File: src/hdl/tgc_pkg.sv
`timescale 1ns / 1ps

package tgc_pkg;

   typedef enum logic [2:0] {
      ACT_IDLE   = 3'd0,
      ACT_DROOP  = 3'd1,
      ACT_HOME   = 3'd2,
      ACT_EAR1   = 3'd3,
      ACT_EAR2   = 3'd4,
      ACT_DANCE  = 3'd5
   } action_type;

   localparam int CSR_IDX_W = 3;
   localparam int CSR_DATA_W = 8;

   localparam logic [CSR_IDX_W-1:0] CSR_TILT_THRESHOLD = 3'd0;
   localparam logic [CSR_IDX_W-1:0] CSR_FORWARD_DWELL  = 3'd1;
   localparam logic [CSR_IDX_W-1:0] CSR_TILT_DWELL     = 3'd2;
   localparam logic [CSR_IDX_W-1:0] CSR_COUNTER_WRAP   = 3'd3;
   localparam logic [CSR_IDX_W-1:0] CSR_SWAY_HOLD      = 3'd4;
   localparam logic [CSR_IDX_W-1:0] CSR_DANCE_COUNT    = 3'd5;

   localparam logic [4:0] RST_TILT_THRESHOLD = 5'd10;
   localparam logic [7:0] RST_FORWARD_DWELL  = 8'd50;
   localparam logic [7:0] RST_TILT_DWELL     = 8'd10;
   localparam logic [7:0] RST_COUNTER_WRAP   = 8'd200;
   localparam logic [6:0] RST_SWAY_HOLD      = 7'd100;
   localparam logic [7:0] RST_DANCE_COUNT    = 8'd2;
   localparam logic [6:0] RST_LFSR           = 7'd1;

   typedef struct packed {
      logic [4:0] tilt_threshold;
      logic [7:0] forward_dwell;
      logic [7:0] tilt_dwell;
      logic [7:0] counter_wrap;
      logic [6:0] sway_hold;
      logic [7:0] dance_count;
   } cfg_type;

   typedef struct packed {
      logic [7:0]        forward_count;
      logic [7:0]        backward_count;
      logic [7:0]        left_count;
      logic [7:0]        right_count;
      logic signed [7:0] memory;
      logic [7:0]        alternation_count;
      logic              drooped;
   } gesture_state_type;

   typedef struct packed {
      action_type action;
      logic       dance;
   } decision_type;

   // eight shifts of the 7-bit LFSR per dance step
   function automatic logic [6:0] lfsr_adv8(input logic [6:0] s);
      logic [6:0] t;
      t = s;
      for (int i = 0; i < 8; i++) begin
         t = {t[3] ^ t[0], t[6:1]};
      end
      return t;
   endfunction

endpackage

File: src/hdl/tgc_classify.sv
`timescale 1ns / 1ps

module tgc_classify (
   input  logic signed [5:0]          tilt_x,
   input  logic signed [5:0]          tilt_y,
   input  tgc_pkg::cfg_type           cfg,
   input  tgc_pkg::gesture_state_type cur,
   output tgc_pkg::gesture_state_type nxt,
   output tgc_pkg::decision_type      dec
);

   logic signed [6:0]   x_ext;
   logic signed [6:0]   y_ext;
   logic signed [6:0]   thr_pos;
   logic signed [6:0]   thr_neg;
   logic                fwd_hit;
   logic                bwd_hit;
   logic                left_hit;
   logic                right_hit;
   logic [7:0]          fwd_n;
   logic [7:0]          bwd_n;
   logic [7:0]          left_n;
   logic [7:0]          right_n;
   logic signed [7:0]   mem_mid;
   logic [7:0]          alt_mid;
   logic [7:0]          alt_inc;
   logic                drooped_n;
   tgc_pkg::action_type act;
   logic                dance;

   assign x_ext   = {tilt_x[5], tilt_x};
   assign y_ext   = {tilt_y[5], tilt_y};
   assign thr_pos = $signed({2'b00, cfg.tilt_threshold});
   assign thr_neg = -thr_pos;

   assign fwd_hit   = x_ext > thr_pos;
   assign bwd_hit   = x_ext < thr_neg;
   assign left_hit  = y_ext > thr_pos;
   assign right_hit = y_ext < thr_neg;

   // count up while tilted, drop to zero when not tilted or at the wrap value
   assign fwd_n   = (fwd_hit && cur.forward_count < cfg.counter_wrap) ?
                    cur.forward_count + 8'd1 : 8'd0;
   assign bwd_n   = (bwd_hit && cur.backward_count < cfg.counter_wrap) ?
                    cur.backward_count + 8'd1 : 8'd0;
   assign left_n  = (left_hit && cur.left_count < cfg.counter_wrap) ?
                    cur.left_count + 8'd1 : 8'd0;
   assign right_n = (right_hit && cur.right_count < cfg.counter_wrap) ?
                    cur.right_count + 8'd1 : 8'd0;

   assign alt_inc = (cur.alternation_count == 8'hFF) ? 8'hFF :
                    cur.alternation_count + 8'd1;

   always_comb begin
      act       = tgc_pkg::ACT_IDLE;
      dance     = 1'b0;
      mem_mid   = cur.memory;
      alt_mid   = cur.alternation_count;
      drooped_n = cur.drooped;
      if (fwd_n > cfg.forward_dwell) begin
         act       = tgc_pkg::ACT_DROOP;
         drooped_n = 1'b1;
         mem_mid   = 8'sd0;
      end else if (bwd_n > cfg.tilt_dwell) begin
         act     = tgc_pkg::ACT_HOME;
         mem_mid = 8'sd0;
      end else if (left_n > cfg.tilt_dwell) begin
         if (cur.memory < 8'sd0) begin
            alt_mid = alt_inc;
            dance   = alt_inc >= cfg.dance_count;
         end
         act     = tgc_pkg::ACT_EAR1;
         mem_mid = $signed({1'b0, cfg.sway_hold});
      end else if (right_n > cfg.tilt_dwell) begin
         if (cur.memory > 8'sd0) begin
            alt_mid = alt_inc;
            dance   = alt_inc >= cfg.dance_count;
         end
         act     = tgc_pkg::ACT_EAR2;
         mem_mid = -$signed({1'b0, cfg.sway_hold});
      end else begin
         act       = cur.drooped ? tgc_pkg::ACT_HOME : tgc_pkg::ACT_IDLE;
         drooped_n = 1'b0;
      end
   end

   always_comb begin
      nxt.forward_count     = fwd_n;
      nxt.backward_count    = bwd_n;
      nxt.left_count        = left_n;
      nxt.right_count       = right_n;
      nxt.drooped           = drooped_n;
      nxt.alternation_count = alt_mid;
      nxt.memory            = mem_mid;
      // memory decays toward zero; at zero the alternation run ends
      if (mem_mid > 8'sd0) begin
         nxt.memory = mem_mid - 8'sd1;
      end else if (mem_mid < 8'sd0) begin
         nxt.memory = mem_mid + 8'sd1;
      end else begin
         nxt.alternation_count = 8'd0;
      end
   end

   assign dec.action = act;
   assign dec.dance  = dance;

endmodule

File: src/hdl/tilt_gesture_classifier.sv
`timescale 1ns / 1ps
// The first result of an item is registered at accept and shows on rsp_ in the cycle after.
// Throughput: 1 item per cycle while results are taken; an item that starts a
// dance holds the single result register for DANCE_STEPS results, one LFSR
// advance per step, and req_ready stays low until its last step is taken.
// Reset (synchronous): config to defaults, counters and memory cleared, LFSR = 1.
module tilt_gesture_classifier #(
   parameter int DANCE_STEPS = 10
) (
   input  logic                                  clock,
   input  logic                                  reset,
   input  logic                                  req_valid,
   output logic                                  req_ready,
   input  logic signed [5:0]                     req_tilt_x,
   input  logic signed [5:0]                     req_tilt_y,
   output logic                                  rsp_valid,
   input  logic                                  rsp_ready,
   output logic [2:0]                            rsp_action,
   output logic [5:0]                            rsp_ear_one_pos,
   output logic [6:0]                            rsp_ear_two_pos,
   output logic                                  rsp_last,
   input  logic                                  csr_we,
   input  logic [tgc_pkg::CSR_IDX_W-1:0]         csr_index,
   input  logic [tgc_pkg::CSR_DATA_W-1:0]        csr_wdata
);

   localparam int STEP_W = $clog2(DANCE_STEPS + 1);

   tgc_pkg::cfg_type           cfg_ff;
   tgc_pkg::gesture_state_type state_ff;
   tgc_pkg::gesture_state_type state_in;
   tgc_pkg::decision_type      dec;
   logic [6:0]                 lfsr_ff;
   logic [6:0]                 lfsr_in;
   logic                       rsp_valid_ff;
   logic                       rsp_last_ff;
   logic [2:0]                 rsp_action_ff;
   logic [5:0]                 ear_one_ff;
   logic [6:0]                 ear_two_ff;
   logic [STEP_W-1:0]          steps_left_ff;
   logic                       accept;
   logic                       rsp_fire;
   logic                       next_step;

   tgc_classify u_classify (
      .tilt_x (req_tilt_x),
      .tilt_y (req_tilt_y),
      .cfg    (cfg_ff),
      .cur    (state_ff),
      .nxt    (state_in),
      .dec    (dec)
   );

   assign rsp_fire  = rsp_valid_ff && rsp_ready;
   assign req_ready = !rsp_valid_ff || (rsp_ready && rsp_last_ff);
   assign accept    = req_valid && req_ready;
   assign next_step = rsp_fire && !rsp_last_ff;
   assign lfsr_in   = tgc_pkg::lfsr_adv8(lfsr_ff);

   always_ff @(posedge clock) begin
      if (reset) begin
         cfg_ff.tilt_threshold <= tgc_pkg::RST_TILT_THRESHOLD;
         cfg_ff.forward_dwell  <= tgc_pkg::RST_FORWARD_DWELL;
         cfg_ff.tilt_dwell     <= tgc_pkg::RST_TILT_DWELL;
         cfg_ff.counter_wrap   <= tgc_pkg::RST_COUNTER_WRAP;
         cfg_ff.sway_hold      <= tgc_pkg::RST_SWAY_HOLD;
         cfg_ff.dance_count    <= tgc_pkg::RST_DANCE_COUNT;
         state_ff              <= '0;
         lfsr_ff               <= tgc_pkg::RST_LFSR;
         rsp_valid_ff          <= 1'b0;
         rsp_last_ff           <= 1'b1;
         steps_left_ff         <= '0;
      end else begin
         if (csr_we) begin
            case (csr_index)
               tgc_pkg::CSR_TILT_THRESHOLD: cfg_ff.tilt_threshold <= csr_wdata[4:0];
               tgc_pkg::CSR_FORWARD_DWELL:  cfg_ff.forward_dwell  <= csr_wdata;
               tgc_pkg::CSR_TILT_DWELL:     cfg_ff.tilt_dwell     <= csr_wdata;
               tgc_pkg::CSR_COUNTER_WRAP:   cfg_ff.counter_wrap   <= csr_wdata;
               tgc_pkg::CSR_SWAY_HOLD:      cfg_ff.sway_hold      <= csr_wdata[6:0];
               tgc_pkg::CSR_DANCE_COUNT:    cfg_ff.dance_count    <= csr_wdata;
               default: ;
            endcase
         end
         if (accept) begin
            state_ff     <= state_in;
            rsp_valid_ff <= 1'b1;
            if (dec.dance) begin
               lfsr_ff       <= lfsr_in;
               rsp_last_ff   <= (DANCE_STEPS == 1);
               steps_left_ff <= STEP_W'(DANCE_STEPS - 1);
            end else begin
               rsp_last_ff   <= 1'b1;
            end
         end else if (next_step) begin
            lfsr_ff       <= lfsr_in;
            rsp_last_ff   <= (steps_left_ff == STEP_W'(1));
            steps_left_ff <= steps_left_ff - STEP_W'(1);
         end else if (rsp_fire) begin
            rsp_valid_ff <= 1'b0;
         end
      end
   end

   // result payload
   always_ff @(posedge clock) begin
      if (accept) begin
         if (dec.dance) begin
            rsp_action_ff <= tgc_pkg::ACT_DANCE;
            ear_one_ff    <= lfsr_in[5:0];
            ear_two_ff    <= 7'd64 - {1'b0, lfsr_in[5:0]};
         end else begin
            rsp_action_ff <= dec.action;
            ear_one_ff    <= 6'd0;
            ear_two_ff    <= 7'd0;
         end
      end else if (next_step) begin
         rsp_action_ff <= tgc_pkg::ACT_DANCE;
         ear_one_ff    <= lfsr_in[5:0];
         ear_two_ff    <= 7'd64 - {1'b0, lfsr_in[5:0]};
      end
   end

   assign rsp_valid       = rsp_valid_ff;
   assign rsp_action      = rsp_action_ff;
   assign rsp_ear_one_pos = ear_one_ff;
   assign rsp_ear_two_pos = ear_two_ff;
   assign rsp_last        = rsp_last_ff;

`ifndef SYNTHESIS
   a_no_accept_mid_dance: assert property (@(posedge clock) disable iff (reset)
      rsp_valid_ff && !rsp_last_ff |-> !req_ready)
      else $error("item accepted while a dance is still being delivered");

   a_dance_continues: assert property (@(posedge clock) disable iff (reset)
      rsp_valid_ff && rsp_ready && !rsp_last_ff |=>
         rsp_valid_ff && rsp_action_ff == tgc_pkg::ACT_DANCE)
      else $error("dance burst ended before its last step");

   a_ears_zero_off_dance: assert property (@(posedge clock) disable iff (reset)
      rsp_valid_ff && rsp_action_ff != tgc_pkg::ACT_DANCE |->
         ear_one_ff == 6'd0 && ear_two_ff == 7'd0 && rsp_last_ff)
      else $error("non-dance result with ear data or without last");

   a_ears_complement: assert property (@(posedge clock) disable iff (reset)
      rsp_valid_ff && rsp_action_ff == tgc_pkg::ACT_DANCE |->
         ear_two_ff == 7'd64 - {1'b0, ear_one_ff})
      else $error("ear two is not the complement of ear one");
`endif

endmodule

File: config.mk
export PLATFORM = sky130hd
export DESIGN_NAME = tilt_gesture_classifier
export DESIGN_NICKNAME = d
export VERILOG_FILES = /design/src/hdl/tgc_pkg.sv /design/src/hdl/tgc_classify.sv /design/src/hdl/tilt_gesture_classifier.sv
export SDC_FILE = /design/constraint.sdc
export NUM_CORES = 1
export LEC_CHECK = 0
export BUFFER_PORTS_ARGS = -buffer_cell sky130_fd_sc_hd__buf_2
export CORE_ASPECT_RATIO = 1.4
export CORE_UTILIZATION = 28
export DETAILED_ROUTE_END_ITERATION = 16
export PLACE_DENSITY_LB_ADDON = 0.05
export SETUP_SLACK_MARGIN = 0.02
export SLEW_MARGIN = 0
export SYNTH_ARGS = -nofsm -noshare
export SYNTH_HDL_FRONTEND = slang
export SYNTH_SLANG_ARGS = --single-unit
File: constraint.sdc
create_clock -name clock -period 5.76 [get_ports clock]
set_input_delay 0.288 -clock clock [delete_from_list [all_inputs] [get_ports clock]]
set_output_delay 0.288 -clock clock [all_outputs]
set_load 0.005 [all_outputs]
==> flow_metrics.py, run 1 <==
metrics = {
    "power_and_ir_drop": {
        "p_leak_nw": 4.14,
        "seqPwrFrac": 0.386,
        "switching_share": 0.297,
        "finalPower_w": 0.00234,
        "p_int_w": 0.00165,
        "ir_drop_mv": 0.177,
        "pwr_density_cell_nw_per_um2": 236,
        "power_frac_comb": 0.173,
        "p_switching_w": 0.000695,
        "p_clk_frac": 0.441,
    },
    "synth": {
        "yosys-top-cells-count": "nand2_1 (130), dfxtp_1 (106), ha_1 (99)",
        "ys.flop_type": "dfxtp_1",
        "synth_edf_count": 15,
        "syn_nets": 1179,
        "ys_warn_count": 0,
        "syn_area_um2": 8480,
        "synth_seq_area_share": 0.303,
        "synthDominantCellAreaShare": 0.250,
        "synth_top_cell_by_area": "dfxtp_1",
        "yosysMostFrequentCell": "nand2_1",
        "syn_avg_cell_area_um2": 8.06,
        "yosys.cell_types.count": 74,
        "yosys-top-cells-area": "dfxtp_1 (25%), ha_1 (15%), nand2_1 (5.8%)",
        "synthCells": 1052,
        "ys_ff_latch": 121,
        "async_flop_share": 0,
    },
    "critical_path": {
        "crit_family": "compound AO/OA/AOI/OAI gates",
        "slowest_delay_ns": 0.52,
        "worst_setup_path_start_kind": "flop",
        "r2r_end": "state_ff[14]$_SDFFE_PP0P_",
        "cpMostUsedCell": "ha_1",
        "cp_data_required_time_ns": 6.14,
        "arrival_ns": 5.73,
        "worst-path-buf-inv": 3,
        "critPathKind": "reg2reg",
        "reg2regPathDepth": 25,
        "critical_path.endpoint_type": "flop",
        "r2r-start": "cfg_ff[40]$_SDFFE_PP1P_",
        "cp_max_fo": 11,
        "r2r_slack_ns": 0.41,
        "slowest_stage": "or4_1",
    },
    "clocking": {
        "h-tree-depth": 4,
        "clkLatencyLatePin_ns": 0.44,
        "cts-root-buf": "clkbuf_16",
        "hold_buffers": 0,
        "cts_inserted_buffers": 17,
        "cts_tree": "done",
        "cts_max_path_buffers": 2,
        "cts_resized": 0,
        "post_cts_buffers": 0,
        "clock_sinks": 121,
        "clkTransAtPathRegs_ns": 0.06,
    },
    "sta": {
        "min_period_ns": 5.35,
        "max_slew_margin": 0.409,
        "setup-violations-final": 0,
        "finalWorstSetupSlack_ns": 0.407,
        "hold_viol": 0,
        "maxSlewViolCount": 0,
        "post-route-period-util": 0.929,
        "rsz0062_at_grt": "false",
        "fin_skew_ns": 0.0109,
        "setup-tns-final_ns": 0,
        "tightest_slew_ns": 0.883,
        "max_freq_mhz": 187,
    },
    "placed_design": {
        "place_area_um2": 9280,
        "dp_worst_setup_slack_ns": 0.100,
        "port_buffers": 46,
        "globalplace.congestion": 0.831,
        "dp_cells": 1476,
        "post-dp-hpwl_um": 20300,
    },
    "die": {
        "die_w_um": 149,
        "core_area_um2": 29800,
        "num_io_pins": 47,
        "start_util": 0.284,
        "rows": 75,
        "die_h_um": 208,
        "die_area_um2": 31000,
    },
    "global_route": {
        "grt_usage": 0.183,
        "grt_max_degree": 53,
        "grt_pass1_vias": 7591,
        "grt_remaining_overflow": 0,
        "grt_pass1_wl_um": 43000,
        "antenna_found_initial": 0,
    },
    "drt": {
        "wl_per_cell_um": 17.9,
        "vias_per_cell": 5.06,
        "drt_first_iter_violations": 449,
        "antenna_left": 0,
        "drc_errors": 0,
        "first_pass_iters": 5,
        "totalWireLength_um": 26900,
        "vias": 7637,
    },
    "cells_and_area": {
        "finalNetCount": 1238,
        "final_cells": 1508,
        "drive_above_1_share": 0.128,
        "areaGrowthSynthToFinish_pct": 16.8,
        "n_antenna_cell": 0,
        "postLayoutCellArea_um2": 9910,
    },
    "worst_hold_path": {
        "hold_class": "in2reg",
        "min_path_cells": 3,
        "worstHoldStart": "req_valid",
        "min_to": "rsp_valid$_SDFFE_PP0P_",
    },
    "run_status": {
        "status": "completed",
    },
    "run": {
        "maxCapViolations": 0,
    },
}
==> state kept, by name (all words and copies together), names as in the netlist <==
signal           cells
rsp_valid            1
lfsr_ff              7
cfg_ff              44
steps_left_ff        4
rsp_ear_two_pos      6
rsp_action           3
rsp_last             1
rsp_ear_one_pos      6
state_ff            49
==> final cells by class <==
cell class / instances / area (µm²)
tap: 385 / 482
clock buffer: 19 / 454
clock inverter: 12 / 97.6
timing repair buffer: 81 / 497
inverter: 56 / 210
multi-input combinational: 834 / 5590
sequential: 121 / 2570
fill: 3187 / 19900
==> layout by cell type (no fill, tap or decap), drive strengths merged, types with 15 or more instances in the layout <==
| master | synthesis | layout |
|---|---|---|
| inv | 56 | 58 |
| and2 | 23 | 23 |
| a21o | 18 | 18 |
| nand3 | 59 | 59 |
| xor2 | 22 | 22 |
| a21oi | 82 | 82 |
| a31oi | 23 | 23 |
| clkbuf | 31 | 19 |
| nand2 | 131 | 131 |
| dfxtp | 106 | 106 |
| buf | 11 | 81 |
| o211ai | 24 | 24 |
| nor2b | 21 | 21 |
| nand2b | 15 | 15 |
| ha | 99 | 99 |
| edfxtp | 15 | 15 |
| o21ai | 41 | 41 |
| or3 | 18 | 18 |
| nor3 | 21 | 21 |
| xnor2 | 23 | 23 |
| nor2 | 78 | 78 |
| and3 | 21 | 21 |
==> cells by family after synthesis <==
family / after synthesis / synth area share
simple gates: 420 / 0.241
compound gates: 251 / 0.195
flops: 121 / 0.303
fa+ha+maj: 103 / 0.151
buf+inv: 98 / 0.0459
xor+xnor: 45 / 0.0465
mux: 14 / 0.0167
==> worst max path at each step <==
stage,depth (start not counted),from,endpoint,slack (ns)
after floorplan,26,cfg_ff[39]$_SDFFE_PP0P_,state_ff[14]$_SDFFE_PP0P_,0.34
after global placement,25,cfg_ff[40]$_SDFFE_PP1P_,state_ff[11]$_SDFFE_PP0P_,0.16
after detailed placement,25,cfg_ff[40]$_SDFFE_PP1P_,state_ff[10]$_SDFFE_PP0P_,0.10
after CTS,25,cfg_ff[40]$_SDFFE_PP1P_,state_ff[11]$_SDFFE_PP0P_,0.11
after global routing,25,cfg_ff[40]$_SDFFE_PP1P_,state_ff[14]$_SDFFE_PP0P_,0.04
final,25,cfg_ff[40]$_SDFFE_PP1P_,state_ff[14]$_SDFFE_PP0P_,0.41
==> per-stage QoR <==
step / hold slack, ns / util
2_1_floorplan: 0.405 / -
3_3_place_gp: 0.443 / 0.311
3_5_place_dp: 0.447 / 0.311
4_1_cts: 0.0678 / 0.329
5_1_grt: 0.135 / 0.332
6_report: 0.0850 / 0.332
==> tightest hold or removal path: stages <==
cell and delay [ns]:
buf_2 0.10, a21oi_1 0.04, nor2_1 0.06
==> power by group through the flow <==
stage	combinational [W]	sequential (W)	clock [W]
floorplan	0.000246	0.000913	0
global route	0.000451	0.000906	0.00110
CTS	0.000395	0.000903	0.00107
global placement	0.000396	0.000923	0
finish	0.000404	0.000903	0.00103
detailed placement	0.000393	0.000921	0
==> per-layer routing <==
layer	global-route usage	up-vias	wire length [µm]
li1	-	3900	-
met1	0.208	3568	11300
met2	0.335	135	14300
met3	0.0307	34	676
met4	0.0704	0	630
met5	0	-	0
Note: power is estimated with default switching activity, not from simulation.
==> run 2: changes to the inputs <==
CORE_UTILIZATION = 25   (was 28)
==> flow_metrics.py, run 2 (synthesis results as in run 1) <==
metrics = {
    "global_route": {
        "grt_max_degree": 67,
        "met3_usage": 0.0324,
        "use_met1": 0.187,
        "grt_pass1_wl_um": 44000,
        "antenna_found_initial": 0,
        "grt_usage": 0.171,
        "use_met2": 0.323,
        "gr-max-usage-layer": "met2",
        "grt_remaining_overflow": 0,
        "grt_pass1_vias": 7578,
    },
    "critical_path": {
        "cp_data_required_time_ns": 6.14,
        "crit_chain": "inv_1, ha_1, inv_1, ha_1, nor2b_1, o21ai_0, nand2b_1, maj3_1, maj3_1, a21oi_2, o221a_4, and2_1, ha_1, nor2b_1, o211a_1, o211ai_2, and3_1, o31ai_2, or2b_2, ha_1, a21boi_2, a22o_1, or4_1, nand3_1",
        "crit_family": "adder cells",
        "slowest_stage": "or4_1",
        "cpMostUsedCell": "ha_1",
        "worst_setup_path_start_kind": "flop",
        "slowest_delay_ns": 0.52,
        "critical_path.endpoint_type": "flop",
        "worst-path-buf-inv": 2,
        "cp_max_fo": 9,
        "critPathKind": "reg2reg",
        "arrival_ns": 5.77,
    },
    "sta": {
        "post-route-period-util": 0.936,
        "max_slew_margin": 0.396,
        "hold_viol": 0,
        "rsz0062_at_grt": "false",
        "min_period_ns": 5.39,
        "max_freq_mhz": 186,
        "tightest_slew_ns": 0.902,
        "setup-tns-final_ns": 0,
        "setup-violations-final": 0,
        "fin_skew_ns": 0.0106,
        "maxSlewViolCount": 0,
    },
    "clocking": {
        "cts_max_path_buffers": 2,
        "clkTransAtPathRegs_ns": 0.06,
        "cts-root-buf": "clkbuf_16",
        "h-tree-depth": 4,
        "clkLatencyLatePin_ns": 0.44,
        "clock_sinks": 121,
        "cts_tree": "done",
        "cts_inserted_buffers": 17,
    },
    "placed_design": {
        "post-dp-hpwl_um": 21300,
        "place_area_um2": 9420,
        "port_buffers": 46,
        "globalplace.congestion": 0.789,
    },
    "cells_and_area": {
        "finalNetCount": 1245,
        "mostFrequentLayoutCells": "nand2_1 (129), dfxtp_1 (106), ha_1 (99), a21oi_1 (81), nor2_1 (75)",
        "final_core_util": 0.302,
        "postLayoutCellArea_um2": 10100,
        "fill_cells": 3617,
        "drive_above_1_share": 0.134,
        "layout_commonest_cell": "nand2_1",
        "n_antenna_cell": 0,
        "areaGrowthSynthToFinish_pct": 18.8,
        "reg_top3": "state_ff: 49 flops, cfg_ff: 44 flops, lfsr_ff: 7 flops",
        "top_register": "state_ff",
        "largest_reg_flops": 49,
    },
    "drt": {
        "vias_per_cell": 4.87,
        "first_pass_iters": 4,
        "vias": 7680,
        "drc_errors": 0,
        "drt_first_iter_violations": 378,
        "totalWireLength_um": 28200,
        "antenna_left": 0,
        "wl_per_cell_um": 17.9,
    },
    "worst_hold_path": {
        "hold_class": "in2reg",
    },
    "power_and_ir_drop": {
        "p_leak_nw": 4.20,
        "finalPower_w": 0.00239,
        "ir_drop_mv": 0.136,
        "pwr_density_cell_nw_per_um2": 238,
    },
    "die": {
        "die_area_um2": 34700,
        "core_area_um2": 33300,
        "start_util": 0.255,
        "die_w_um": 158,
        "die_h_um": 220,
        "num_io_pins": 47,
        "rows": 79,
    },
    "run_status": {
        "status": "completed",
    },
    "run": {
        "maxCapViolations": 0,
    },
}
[run 2: timing repair]
action                     CTS  global route
hold buffers                 0             0
setup endpoints to repair    1            15
cloned                       0             1
resized for setup            1            11
pin swaps                    1             4
buffers inserted             0             2
[run 2: area by class of cell]
class | instances | area (µm²) | area share
Multi-Input combinational cell | 834 | 5590 | 0.555
Timing Repair Buffer | 88 | 571 | 0.0566
Sequential cell | 121 | 2570 | 0.255
Clock buffer | 23 | 489 | 0.0486
Clock inverter | 9 | 87.6 | 0.00870
Tap cell | 445 | 557 | 0.0553
Inverter | 56 | 210 | 0.0209
[run 2: path summary, 6_finish.rpt]
check / end / slack, ns / start / cells after the start
setup reg to reg: state_ff[14]$_SDFFE_PP0P_ / 0.37 / cfg_ff[40]$_SDFFE_PP1P_ / 24
hold reg to reg: cfg_ff[19]$_SDFFE_PP0P_ / 0.46 / cfg_ff[19]$_SDFFE_PP0P_ / 2
setup / recovery: state_ff[14]$_SDFFE_PP0P_ / 0.37 / cfg_ff[40]$_SDFFE_PP1P_ / 24
hold / removal: rsp_valid$_SDFFE_PP0P_ / 0.09 / req_valid / 3
[run 2: where the power goes]
part / leakage, nW / internal (W) / switching, W / total (W)
Sequential: 1.01 / 0.000881 / 0.0000232 / 0.000904
Combinational: 2.91 / 0.000160 / 0.000254 / 0.000414
Clock: 0.279 / 0.000643 / 0.000434 / 0.00108
[run 2: layer usage]
metal  part of all wire  vias up
met3              0.019       30
met1               0.42     3626
met2               0.54      106
met5                  0        -
met4              0.021        0
li1                   -     3918
[run 2: stage by stage]
step           setup slack (ns)  hold WS (ns)  std cells
2_1_floorplan             0.336         0.405       1052
3_3_place_gp              0.132         0.445       1541
3_5_place_dp             0.0261         0.449       1541
4_1_cts                  0.0640        0.0685       1573
5_1_grt                  0.0326        0.0933       1576
6_report                  0.370        0.0945       1576
[run 2: worst min-delay path: cells and delay by family]
kind | cells | cell delay [ns]
buf+inv | 1 | 0.11
simple gates | 1 | 0.06
compound gates | 1 | 0.04
